`config.mk`:
```
export PLATFORM = sky130hd
export DESIGN_NAME = double_abs_tolerance_compare
export DESIGN_NICKNAME = d
export VERILOG_FILES = /design/src/sv/datc_pkg.sv /design/src/sv/datc_tol.sv /design/src/sv/datc_sub.sv /design/src/sv/datc_cmp.sv /design/src/sv/double_abs_tolerance_compare.sv
export SDC_FILE = /design/constraint.sdc
export NUM_CORES = 2
export LEC_CHECK = 0
export ABC_AREA = 1
export BUFFER_PORTS_ARGS = -buffer_cell sky130_fd_sc_hd__buf_4
export CAP_MARGIN = 5
export CORE_MARGIN = 4
export CORE_UTILIZATION = 65
export DETAILED_ROUTE_END_ITERATION = 7
export GPL_TIMING_DRIVEN = 0
export HOLD_SLACK_MARGIN = 0.15
export PLACE_DENSITY = 0.91
export SKIP_CTS_REPAIR_TIMING = 1
export SYNTH_ARGS = -nofsm -noshare
export SYNTH_HDL_FRONTEND = slang
export SYNTH_SLANG_ARGS = --single-unit
```
`constraint.sdc`:
```
create_clock -name clk -period 12.55 [get_ports clk]
set_input_delay 2.51 -clock clk [delete_from_list [all_inputs] [get_ports clk]]
set_output_delay 2.51 -clock clk [all_outputs]
set_load 0.005 [all_outputs]
```
`src/sv/datc_pkg.sv`:
```
// Package with shared constants and the stage type of the binary64 tolerance compare.
package datc_pkg;

    localparam int unsigned ExpW  = 11;
    localparam int unsigned FracW = 52;
    localparam int unsigned WordW = 64;
    localparam logic [ExpW-1:0] ExpMax = '1;

    // Word handed from the subtractor front end to the rounding stage.
    typedef struct packed {
        logic            valid;
        logic            special;
        logic            special_eq;
        logic [ExpW-1:0] exp;
        logic [56:0]     mag;
        logic            mag_zero;
    } diff_t;

endpackage

```
`src/sv/datc_tol.sv`:
```
// Tolerance limit: rounded binary64 product of 1.125 and the tolerance.
module datc_tol (
    input  logic                     clk,
    input  logic [datc_pkg::WordW-1:0] tolerance_bits,
    output logic [datc_pkg::WordW-1:0] limit_bits
);
    import datc_pkg::*;

    logic             sgn;
    logic [ExpW-1:0]  e;
    logic [FracW-1:0] f;
    logic [56:0]      sig;
    logic [56:0]      prod;
    logic [5:0]       lz;
    logic [12:0]      ex;
    logic [56:0]      nrm;
    logic [53:0]      rnd;
    logic             lsb;
    logic             rbit;
    logic             sticky;
    logic [12:0]      eo;
    logic [WordW-1:0] limit_next;
    logic [WordW-1:0] limit_reg;

    assign sgn = tolerance_bits[63];
    assign e   = tolerance_bits[62:52];
    assign f   = tolerance_bits[51:0];

    // Significand times 9/8, three extra fraction bits keep it exact.
    always_comb
    begin
        sig  = {1'b0, (e != '0), f, 3'b000};
        prod = sig + {3'b000, sig[56:3]};
        lz   = '0;
        for (int i = 0; i < 57; i++)
        begin
            if (prod[i])
            begin
                lz = 6'(56 - i);
            end
        end
        ex = (e == '0) ? 13'd1 : {2'b00, e};
        ex = ex + 13'd1;
        if (e == '0)
        begin
            // Subnormal input stays unnormalized unless it crosses into normal range.
            nrm = prod;
            if (prod[56] || prod[55])
            begin
                nrm = prod;
            end
            ex = prod[56] ? 13'd2 : 13'd1;
            nrm = prod[56] ? prod : {prod[55:0], 1'b0};
        end
        else
        begin
            nrm = prod[56] ? prod : {prod[55:0], 1'b0};
            ex  = prod[56] ? ex : ex - 13'd1;
        end
        lsb    = nrm[4];
        rbit   = nrm[3];
        sticky = |nrm[2:0];
        rnd    = {1'b0, nrm[56:4]} + 54'((rbit && (sticky || lsb)) ? 1 : 0);
        eo     = ex;
        if (rnd[53])
        begin
            eo = eo + 13'd1;
        end
        if (e == ExpMax)
        begin
            limit_next = tolerance_bits;
        end
        else if (eo >= 13'd2047)
        begin
            limit_next = {sgn, ExpMax, {FracW{1'b0}}};
        end
        else if (!rnd[53] && !rnd[52])
        begin
            limit_next = {sgn, {ExpW{1'b0}}, rnd[51:0]};
        end
        else
        begin
            limit_next = {sgn, eo[10:0], rnd[53] ? rnd[52:1] : rnd[51:0]};
        end
        if (lz == 6'd63)
        begin
            limit_next = tolerance_bits;
        end
    end

    // Register the limit once; config is to change only while idle, which the block does not enforce.
    always_ff @(posedge clk)
    begin
        limit_reg <= limit_next;
    end

    assign limit_bits = limit_reg;

endmodule

```
`src/sv/datc_sub.sv`:
```
// Front end: classification, alignment and magnitude subtraction or addition.
module datc_sub (
    input  logic                       clk,
    input  logic                       rst_n,
    input  logic                       in_valid,
    input  logic [datc_pkg::WordW-1:0] a,
    input  logic [datc_pkg::WordW-1:0] b,
    output datc_pkg::diff_t            diff
);
    import datc_pkg::*;

    typedef struct packed {
        logic            valid;
        logic            special;
        logic            special_eq;
        logic            sub;
        logic [ExpW-1:0] exp;
        logic [55:0]     big;
        logic [55:0]     sml;
    } align_t;

    logic   na, nb, ia, ib;
    logic   a_big;
    logic [ExpW-1:0] ea, eb, ebig, esml;
    logic [52:0] ma, mb, mbig, msml;
    logic [11:0] sh;
    logic [108:0] wide;
    align_t align_next, align_reg;
    diff_t  diff_next, diff_reg;

    // Classify, order by magnitude, align the smaller with sticky.
    always_comb
    begin
        ea = a[62:52];
        eb = b[62:52];
        na = (ea == ExpMax) && (a[51:0] != '0);
        nb = (eb == ExpMax) && (b[51:0] != '0);
        ia = (ea == ExpMax) && (a[51:0] == '0);
        ib = (eb == ExpMax) && (b[51:0] == '0);
        ma = {(ea != '0), a[51:0]};
        mb = {(eb != '0), b[51:0]};
        a_big = (a[62:0] >= b[62:0]);
        ebig = a_big ? ((ea == '0) ? 11'd1 : ea) : ((eb == '0) ? 11'd1 : eb);
        esml = a_big ? ((eb == '0) ? 11'd1 : eb) : ((ea == '0) ? 11'd1 : ea);
        mbig = a_big ? ma : mb;
        msml = a_big ? mb : ma;
        sh   = {1'b0, ebig} - {1'b0, esml};
        wide = {msml, 56'd0};
        if (sh < 12'd60)
        begin
            wide = wide >> sh;
        end
        else
        begin
            wide = {55'd0, 54'((msml != '0) ? 1 : 0)};
        end
        align_next.valid      = in_valid;
        align_next.special    = na || nb || ia || ib;
        align_next.special_eq = (na && nb) || (!na && !nb && ia && ib && (a[63] == b[63]));
        align_next.sub        = a[63] == b[63];
        align_next.exp        = ebig;
        align_next.big        = {mbig, 3'b000};
        align_next.sml        = {wide[108:56], wide[55:54], |wide[53:0]};
    end

    // Add or subtract the aligned magnitudes.
    always_comb
    begin
        diff_next.valid      = align_reg.valid;
        diff_next.special    = align_reg.special;
        diff_next.special_eq = align_reg.special_eq;
        diff_next.exp        = align_reg.exp;
        if (align_reg.sub)
        begin
            diff_next.mag = {1'b0, align_reg.big} - {1'b0, align_reg.sml};
        end
        else
        begin
            diff_next.mag = {1'b0, align_reg.big} + {1'b0, align_reg.sml};
        end
        diff_next.mag_zero = (diff_next.mag == '0);
    end

    // Stage registers; the whole word clears on reset so valid starts low.
    always_ff @(posedge clk or negedge rst_n)
    begin
        if (!rst_n)
        begin
            align_reg <= '0;
            diff_reg  <= '0;
        end
        else
        begin
            align_reg <= align_next;
            diff_reg  <= diff_next;
        end
    end

    assign diff = diff_reg;

endmodule

```
`src/sv/datc_cmp.sv`:
```
// Back end: normalize and round the magnitude, then compare with the limit.
module datc_cmp (
    input  logic                       clk,
    input  logic                       rst_n,
    input  datc_pkg::diff_t            diff,
    input  logic [datc_pkg::WordW-1:0] limit_bits,
    output logic                       done,
    output logic                       values_equal
);
    import datc_pkg::*;

    typedef struct packed {
        logic            valid;
        logic            special;
        logic            special_eq;
        logic            zero;
        logic [62:0]     mag;
        logic            ovf;
    } rnd_t;

    logic [5:0]  lz;
    logic [12:0] ex;
    logic [56:0] nrm;
    logic [53:0] r;
    logic [12:0] eo;
    rnd_t rnd_next, rnd_reg;
    logic done_next, done_reg;
    logic eq_next, eq_reg;
    logic lim_nan, lim_neg;

    // Leading-zero normalize, clamped at the subnormal boundary, then round.
    always_comb
    begin
        lz = 6'd57;
        for (int i = 0; i < 57; i++)
        begin
            if (diff.mag[i])
            begin
                lz = 6'(56 - i);
            end
        end
        ex  = {2'b00, diff.exp} + 13'd1;
        nrm = diff.mag;
        if (diff.mag[56])
        begin
            nrm = diff.mag;
        end
        else
        begin
            if ({7'd0, lz} < ex)
            begin
                nrm = diff.mag << lz;
                ex  = ex - {7'd0, lz};
            end
            else
            begin
                nrm = diff.mag << 6'(ex - 13'd1);
                ex  = 13'd1;
            end
        end
        r  = {1'b0, nrm[56:4]} + 54'((nrm[3] && ((|nrm[2:0]) || nrm[4])) ? 1 : 0);
        // The bit at position 56 of nrm carries the biased exponent ex.
        eo = ex;
        if (r[53])
        begin
            eo = eo + 13'd1;
        end
        rnd_next.valid      = diff.valid;
        rnd_next.special    = diff.special;
        rnd_next.special_eq = diff.special_eq;
        rnd_next.zero       = diff.mag_zero;
        rnd_next.ovf        = eo >= 13'd2047;
        if (!r[53] && !r[52])
        begin
            rnd_next.mag = {11'd0, r[51:0]};
        end
        else
        begin
            rnd_next.mag = {eo[10:0], r[53] ? r[52:1] : r[51:0]};
        end
    end

    // Compare the magnitude with the limit; a negative limit passes only a zero
    // difference against negative zero.
    always_comb
    begin
        lim_nan = (limit_bits[62:52] == ExpMax) && (limit_bits[51:0] != '0);
        lim_neg = limit_bits[63];
        done_next = rnd_reg.valid;
        if (rnd_reg.special)
        begin
            eq_next = rnd_reg.special_eq;
        end
        else if (rnd_reg.ovf || lim_nan)
        begin
            eq_next = 1'b0;
        end
        else if (lim_neg)
        begin
            eq_next = rnd_reg.zero && (limit_bits[62:0] == '0);
        end
        else
        begin
            eq_next = rnd_reg.zero || (rnd_reg.mag <= limit_bits[62:0]);
        end
    end

    // Stage register and result strobe, cleared on reset.
    always_ff @(posedge clk or negedge rst_n)
    begin
        if (!rst_n)
        begin
            rnd_reg  <= '0;
            done_reg <= 1'b0;
        end
        else
        begin
            rnd_reg  <= rnd_next;
            done_reg <= done_next;
        end
    end

    always_ff @(posedge clk)
    begin
        eq_reg <= eq_next;
    end

    assign done         = done_reg;
    assign values_equal = eq_reg;

    // A result strobe always follows a valid word held in the rounding stage register.
    a_done_follows: assert property (@(posedge clk) disable iff (!rst_n)
        rnd_reg.valid |=> done_reg) else $error("lost result word");
    a_no_phantom: assert property (@(posedge clk) disable iff (!rst_n)
        !rnd_reg.valid |=> !done_reg) else $error("spurious result word");
    a_special_eq: assert property (@(posedge clk) disable iff (!rst_n)
        (rnd_reg.valid && rnd_reg.special) |=> (values_equal == $past(rnd_reg.special_eq)))
        else $error("special case result wrong");

endmodule

```
`src/sv/double_abs_tolerance_compare.sv`:
```
// Top level of the binary64 absolute tolerance compare.
// A word (first_value, second_value) is taken on any cycle with start high; busy is
// never raised, so one word enters every cycle. Each result appears on values_equal
// with done high for one cycle, after the four register stages of align, subtract,
// normalize-round and compare. The receiver cannot stall.
// A cfg_we write sets the tolerance register, from which the limit is registered in turn.
module double_abs_tolerance_compare (
    input  logic                       clk,
    input  logic                       rst_n,
    input  logic                       start,
    output logic                       busy,
    input  logic [datc_pkg::WordW-1:0] first_value,
    input  logic [datc_pkg::WordW-1:0] second_value,
    input  logic                       cfg_we,
    input  logic [datc_pkg::WordW-1:0] cfg_wdata,
    output logic                       done,
    output logic                       values_equal
);
    import datc_pkg::*;

    logic [WordW-1:0] tol_reg;
    logic [WordW-1:0] tol_next;
    logic [WordW-1:0] limit_bits;
    diff_t            diff;

    // Tolerance register.
    assign tol_next = cfg_we ? cfg_wdata : tol_reg;

    always_ff @(posedge clk or negedge rst_n)
    begin
        if (!rst_n)
        begin
            tol_reg <= '0;
        end
        else
        begin
            tol_reg <= tol_next;
        end
    end

    assign busy = 1'b0;

    datc_tol u_tol (
        .clk            (clk),
        .tolerance_bits (tol_reg),
        .limit_bits     (limit_bits)
    );

    datc_sub u_sub (
        .clk      (clk),
        .rst_n    (rst_n),
        .in_valid (start),
        .a        (first_value),
        .b        (second_value),
        .diff     (diff)
    );

    datc_cmp u_cmp (
        .clk          (clk),
        .rst_n        (rst_n),
        .diff         (diff),
        .limit_bits   (limit_bits),
        .done         (done),
        .values_equal (values_equal)
    );

endmodule
```
* Yosys cells after proc, flatten, opt, wreduce, memory -nomap -nowiden
Cells that the tools add are included.
** Operators by class
- Reduce and logical (&&, ||, !) cells :: 46
- Magnitude comparators :: 6
- Equality and inequality tests :: 6
- Shift operators :: 3
- Muxes and demuxes :: 146
- Add/sub/neg operators :: 13
** Operator list (number)
- $mux 6 :: 113
- $mux 63 :: 5
- $mux 57 :: 4
- $reduce_bool 52->1 :: 3
- $shl 57x6->57 :: 2
- $mux 109 :: 1
- $shr 109x12->109 :: 1
- $add 53x54->54 :: 2
- $mux 53 :: 2
- $logic_not 52->1 :: 2
- $mux 52 :: 2
- $mux 13 :: 6
- $ge 63x63->1 :: 1
- $le 63x63->1 :: 1
- $logic_not 63->1 :: 1
- $add 56x53->57 :: 1
- $add 56x56->57 :: 1
- $logic_not 57->1 :: 1
- $sub 56x56->57 :: 1
- $mux 11 :: 5
- $reduce_or 54->1 :: 1
- $reduce_bool 53->1 :: 1
- $eq 11x11->1 const B :: 4
- $add 13x1->13 const B :: 3
- 18 further kinds :: 56
** Storage, ports and cells
- Bits of input ports :: 196
- Output and inout port bits :: 3
- Flip-flop bits (word level) :: 394
- Word-level logic and storage cells :: 243

* Depth between registers and ports, before layout
- Word-level depth :: 68
- Gate-level depth with buffers :: 95
- Mapped depth without buffers :: 94

* By module
A second synthesis with hierarchy kept.
** Second synthesis, totals
- Cell total of the unflattened synthesis :: 7838
- Area, all modules :: 46075.4 µm²
** Modules (own cells, without submodules)
- datc_sub :: area each 20587.2 µm², cells each 3255, instances 1, sequential area each 4904.7 µm²
- datc_cmp :: area each 12192.9 µm², cells each 2189, instances 1, sequential area each 1746.7 µm²
- datc_tol :: area each 10837.9 µm², cells each 2122, instances 1, sequential area each 1281.2 µm²
- double_abs_tolerance_compare :: area each 2457.4 µm², cells each 272, instances 1, sequential area each 1601.5 µm²

* Least setup slack after synthesis
No wires, ideal clock.
- Path type :: input -> register
- Start :: input port second_value[2] in the netlist's numbering
- End :: register u_sub.align_reg[0] in the netlist's numbering
- Required time :: 12419 ps
- Slack :: 2925 ps
- Cell stages on the path :: 59
- Path buffers :: 6
- Arrival time :: 9493 ps
- Library setup time :: 131 ps
- Cell sequence :: inv_1 ha_1 nand2_1 o21ai_0 a21oi_1 nor2_1 nor2_1 nor2_1 a211oi_1 o21ai_0 a221oi_1 o221ai_1 nand2_1 o211ai_1 nand2_1 nand2_1 clkbuf_1 clkbuf_1 [... 23 more ...] clkbuf_1 clkbuf_1 nor2_1 o21ai_0 mux2i_1 o21ai_0 o21ai_0 o21ai_0 nand4_1 nor2_1 nand2_1 a21oi_1 nand4_1 nor4_1 nand3_1 a221oi_1 o2111a_1 a21oi_1
** RTL lines
- start, declared :: line double_abs_tolerance_compare.sv:13 : input logic [datc_pkg::WordW-1:0] second_value,
- end signal, assigned :: line datc_sub.sv:94 : align_reg <= align_next;
- end, declared :: line datc_sub.sv:28 : align_t align_next, align_reg;

==> parameters.txt <==
Parameter                              Value

Worst setup path
  R2r endpoint    u_cmp.rnd_reg[46]$_DFF_PN0_
  Reg-to-reg critical path startpoint    u_sub.diff[4]$_DFF_PN0_
  Crit start category    input port
  Setup slack on the worst flop-to-flop path    approximately 0.81 ns
  Cell with the biggest individual delay on the critical path    sky130_fd_sc_hd__clkbuf_1
  Highest fanout seen on the critical path    10
  Critical Setup Path Class    in -> reg
  Endpoint class of the critical path    register
  Endpoint required time on the critical path    12.96 ns
  Maximum single-stage delay on the critical path    approximately 0.5 ns
  Count of cells along the worst register-to-register path    85
  Data arrival time of the critical path    roughly 13 ns

Yosys
  Portion of the post-synthesis area used by sequential elements    24.55%
  Yosys warnings    0
  Count of flip-flops with a built-in enable after synthesis    0
  Predominant post-synthesis flop cell    sky130_fd_sc_hd__dfrtp_1
  Synth unique cells    83
  Synthesized cell area    between 30,000 and 40,000 µm²
  Number of flip-flops and latches in the synthesized netlist    between 300 and 400
  Fraction of synthesis flops using an asynchronous set or reset pin    between 80 and 90%
  Instance count of the mapped netlist    between 6k and 7k
  Total nets after synthesis    roughly 6.6k
  Average cell area after synthesis    approximately 6.4 µm²

Power
  Combinational fraction of design power    a little under two thirds
  VDD IR max    153.9 µV
  Leakage    21.13 nW
  Part of the power in the clock network    about 15%
  Overall power of the completed layout    between 8 and 9 mW
  Internal power    a little under 4 mW
  Power density of the placed cells    204.4 nW/µm²
  Proportion of power drawn by flip-flops and latches    21.5%
  Net load switching power    roughly 4.9 mW
  Switching part of the total power    55.87%

Hold path
  Worst hold path class    reg -> reg
  Start point of the worst min-delay path    u_sub.align_reg[124]$_DFF_PN0_
  Number of cells traversed by the worst hold path    0
  Hold Path End    u_sub.diff[69]$_DFF_PN0_

CTS
  Maximum buffer depth of the clock tree    3
  Clk Latency, worst-skew pair    0.63 ns
  Clk Tree Root Cell    sky130_fd_sc_hd__clkbuf_16
  Clock transition at the registers of the reported paths    0.06 ns
  CTS Buf Count    42
  Deepest level of the CTS H-tree    2
  Clock tree from TritonCTS    done
  TritonCTS sink count    ~390

Layout
  Number of flip-flops in the largest register    124
  Signed area change from the synthesized netlist to the final layout    10.35%
  Number of nets in the final layout    around 6.8k
  Final cell area excluding filler cells    42,860 µm²
  Share of cells above drive strength 1    around 7.1%

Detailed routing
  Total met2 wirelength after detailed routing    roughly 70 mm
  Number of detailed-routing iterations run before antenna repair    8
  Routed length on met1    about 56 mm
  Violation count after the first detailed-route iteration    around 7.5k
  Top Metal Used    met5
  Number of design rule violations left after detail routing    72
  Wire length per cell    around 23 µm
  Count of vias placed by the detailed router    approximately 47k
  Vias per inst    6.565
  Number of nets still failing antenna checks after routing    0
  Amount of wire on met3 after detailed routing    23.01 mm
  WL final    166.6 mm

Floorplan
  Vertical die dimension    252.5 µm
  Row Count    89
  Boundary Pins    slightly below 200
  Starting density of the core    around two thirds
  Die Area    between 60,000 and 70,000 µm²
  Width of the die    252.5 µm
  Core footprint    between 50,000 and 60,000 µm²

STA
  Total setup violations reported at the end of the flow    0
  Total negative slack    0 ns
  Least-Margin Pin Slew    ~1.3 ns
  Final Cycle Share    between 90 and 100%
  Number of hold violations in the final report    0
  Final Hold Slack    around 0.35 ns
  Final worst path period need    around 12 ns
  Rel. slew slack    12.87%
  RSZ-0062 raised after global routing    false
  Max-slew violations    0
  Worst Skew    just over 0.06 ns
  Fmax achieved    ~80 MHz

Placed design
  Cell area after placement    ~41,000 µm²
  PortBufs    a little under 200
  Post-DP HPWL    between 100 and 150 mm
  Final weighted congestion of routability-driven global placement    approximately 1.2

Global route
  Via count of the first global-routing pass    44.06k
  Global-route wire length before repair    249.2 mm
  Initial antenna violation count    18
  Total congestion overflow after global routing    0
  Pin count of the biggest net entering global routing    about 120
  Overall routing resource usage    approximately half

Run status
  Result of the run    finished, violations left
  Violated checks    DRC

Flow run
  Max-capacitance violation count    0
==> cell usage in the layout (no fill, tap or decap), types with 10 or more instances in the layout <==
cell                           n
sky130_fd_sc_hd__ha_1        306
sky130_fd_sc_hd__o22ai_1      28
sky130_fd_sc_hd__buf_1        17
sky130_fd_sc_hd__or2_2        46
sky130_fd_sc_hd__xnor2_1      50
sky130_fd_sc_hd__a31oi_1      39
sky130_fd_sc_hd__nand3_1     646
sky130_fd_sc_hd__buf_2        21
sky130_fd_sc_hd__clkbuf_1    204
sky130_fd_sc_hd__nand2_1    1397
sky130_fd_sc_hd__clkbuf_16    44
sky130_fd_sc_hd__nor3_1       75
sky130_fd_sc_hd__nor4_1       83
sky130_fd_sc_hd__a21oi_1     289
sky130_fd_sc_hd__o21a_1       10
sky130_fd_sc_hd__dfxtp_1      65
sky130_fd_sc_hd__o21ai_1      68
sky130_fd_sc_hd__diode_2      11
sky130_fd_sc_hd__nor2_1      480
sky130_fd_sc_hd__nand4_1      93
sky130_fd_sc_hd__o31ai_1      19
sky130_fd_sc_hd__a22oi_1      10
sky130_fd_sc_hd__mux2i_1      24
sky130_fd_sc_hd__nor2_2       13
sky130_fd_sc_hd__buf_4       197
sky130_fd_sc_hd__a211oi_1     13
sky130_fd_sc_hd__inv_2        10
sky130_fd_sc_hd__o21ai_0     606
sky130_fd_sc_hd__xor2_1      168
sky130_fd_sc_hd__nand2_2      12
sky130_fd_sc_hd__o21ai_2      17
sky130_fd_sc_hd__inv_1       756
sky130_fd_sc_hd__dfrtp_1     329
sky130_fd_sc_hd__o211ai_1     13
==> worst max-delay path by stage <==
stage | endpoint | from | cells past startpoint | slack (ns)
after floorplan | u_sub.align_reg[0]$_DFF_PN0_ | second_value[2] | 59 | 2.93
after global placement | u_sub.align_reg[0]$_DFF_PN0_ | second_value[2] | 60 | -0.39
after detailed placement | u_sub.align_reg[0]$_DFF_PN0_ | second_value[2] | 58 | -0.45
after CTS | u_sub.align_reg[0]$_DFF_PN0_ | second_value[2] | 58 | 0.08
after global routing | u_sub.align_reg[0]$_DFF_PN0_ | second_value[2] | 55 | 0.05
final | u_sub.align_reg[0]$_DFF_PN0_ | second_value[2] | 56 | 0.26
==> cell families (layout without fill, tap and decap cells) <==
logic type	after synthesis	in the layout	synth area share [%]
mux	26	26	0.6732
xor+xnor	218	218	4.916
simple gates	2896	2896	32.53
fa+ha+maj	310	310	10.06
compound gates	1189	1189	16.95
flops	394	394	24.55
buf+inv	1030	1306	10.31
other cells	1	12	0.009654
==> per-layer routing <==
layer  track usage, %  up-vias
li1                 -    20690
met1            57.46    20840
met2            76.05     3945
met3            17.06     1271
met4            42.17       20
met5                0        -
==> through the flow <==
step / std cells / utilization, % / setup slack [ns]
floorplan: 6064 / - / 2.925
global placement: 7033 / 69.81 / -0.3911
detailed placement: 7036 / 69.97 / -0.4469
CTS: 7113 / 72.38 / 0.08043
global route: 7114 / 72.45 / 0.04981
finish: 7124 / 72.49 / 0.2622
==> layout make-up <==
type                    count  area (µm²)
diodes                     11       27.53
inverters                 773        2904
plain buffers             257        1111
multi-input cells        4640       25330
flip-flops and latches    394        9534
repair buffers            199        1562
clock buffers              59        1227
fillers                  4814       16270
well taps                 773       967.2
clock inverters            18       200.2
==> cell usage after synthesis, types with 12 or more instances <==
| master | n | share of area [%] |
|---|---|---|
| sky130_fd_sc_hd__nand2_1 | 1397 | 14 |
| sky130_fd_sc_hd__inv_1 | 756 | 7.3 |
| sky130_fd_sc_hd__nand3_1 | 646 | 8.3 |
| sky130_fd_sc_hd__o21ai_0 | 622 | 8.0 |
| sky130_fd_sc_hd__nor2_1 | 481 | 4.6 |
| sky130_fd_sc_hd__dfrtp_1 | 329 | 21 |
| sky130_fd_sc_hd__ha_1 | 306 | 9.9 |
| sky130_fd_sc_hd__a21oi_1 | 289 | 3.7 |
| sky130_fd_sc_hd__clkbuf_1 | 205 | 2.0 |
| sky130_fd_sc_hd__xor2_1 | 168 | 3.8 |
| sky130_fd_sc_hd__nand4_1 | 93 | 1.5 |
| sky130_fd_sc_hd__nor4_1 | 84 | 1.4 |
| sky130_fd_sc_hd__nor3_1 | 75 | 0.97 |
| sky130_fd_sc_hd__dfxtp_1 | 65 | 3.4 |
| sky130_fd_sc_hd__o21ai_1 | 55 | 0.71 |
| sky130_fd_sc_hd__xnor2_1 | 50 | 1.1 |
| sky130_fd_sc_hd__or2_2 | 46 | 0.74 |
| sky130_fd_sc_hd__a31oi_1 | 39 | 0.63 |
| sky130_fd_sc_hd__o22ai_1 | 28 | 0.45 |
| sky130_fd_sc_hd__mux2i_1 | 25 | 0.64 |
| sky130_fd_sc_hd__buf_2 | 21 | 0.27 |
| sky130_fd_sc_hd__o31ai_1 | 19 | 0.37 |
| sky130_fd_sc_hd__buf_1 | 17 | 0.16 |
| sky130_fd_sc_hd__o21ai_2 | 14 | 0.32 |
| sky130_fd_sc_hd__a211oi_1 | 13 | 0.25 |
| sky130_fd_sc_hd__o211ai_1 | 13 | 0.25 |
| sky130_fd_sc_hd__nand2_2 | 12 | 0.19 |
| sky130_fd_sc_hd__nor2_2 | 12 | 0.19 |
==> critical path, delay by kind of cell <==
kind / cells / cell delay [ns]
adders and majority gates: 3 / 0.95
xor gates and xnor gates: 1 / 0.08
and+or+nand+nor: 18 / 2.09
buffers and inverters: 11 / 2.09
AOI/OAI and AO/OA: 22 / 4.73
muxes: 1 / 0.24
==> power groups by stage <==
stage	logic [mW]	registers, mW	clock network, mW
after floorplan	3.48	1.70	0
after global placement	5.02	1.85	0
after detailed placement	5.11	1.86	0
after CTS	5.19	1.84	1.30
after global routing	5.90	1.88	1.36
final	5.57	1.88	1.31
Note: power is estimated with default switching activity, not from simulation.
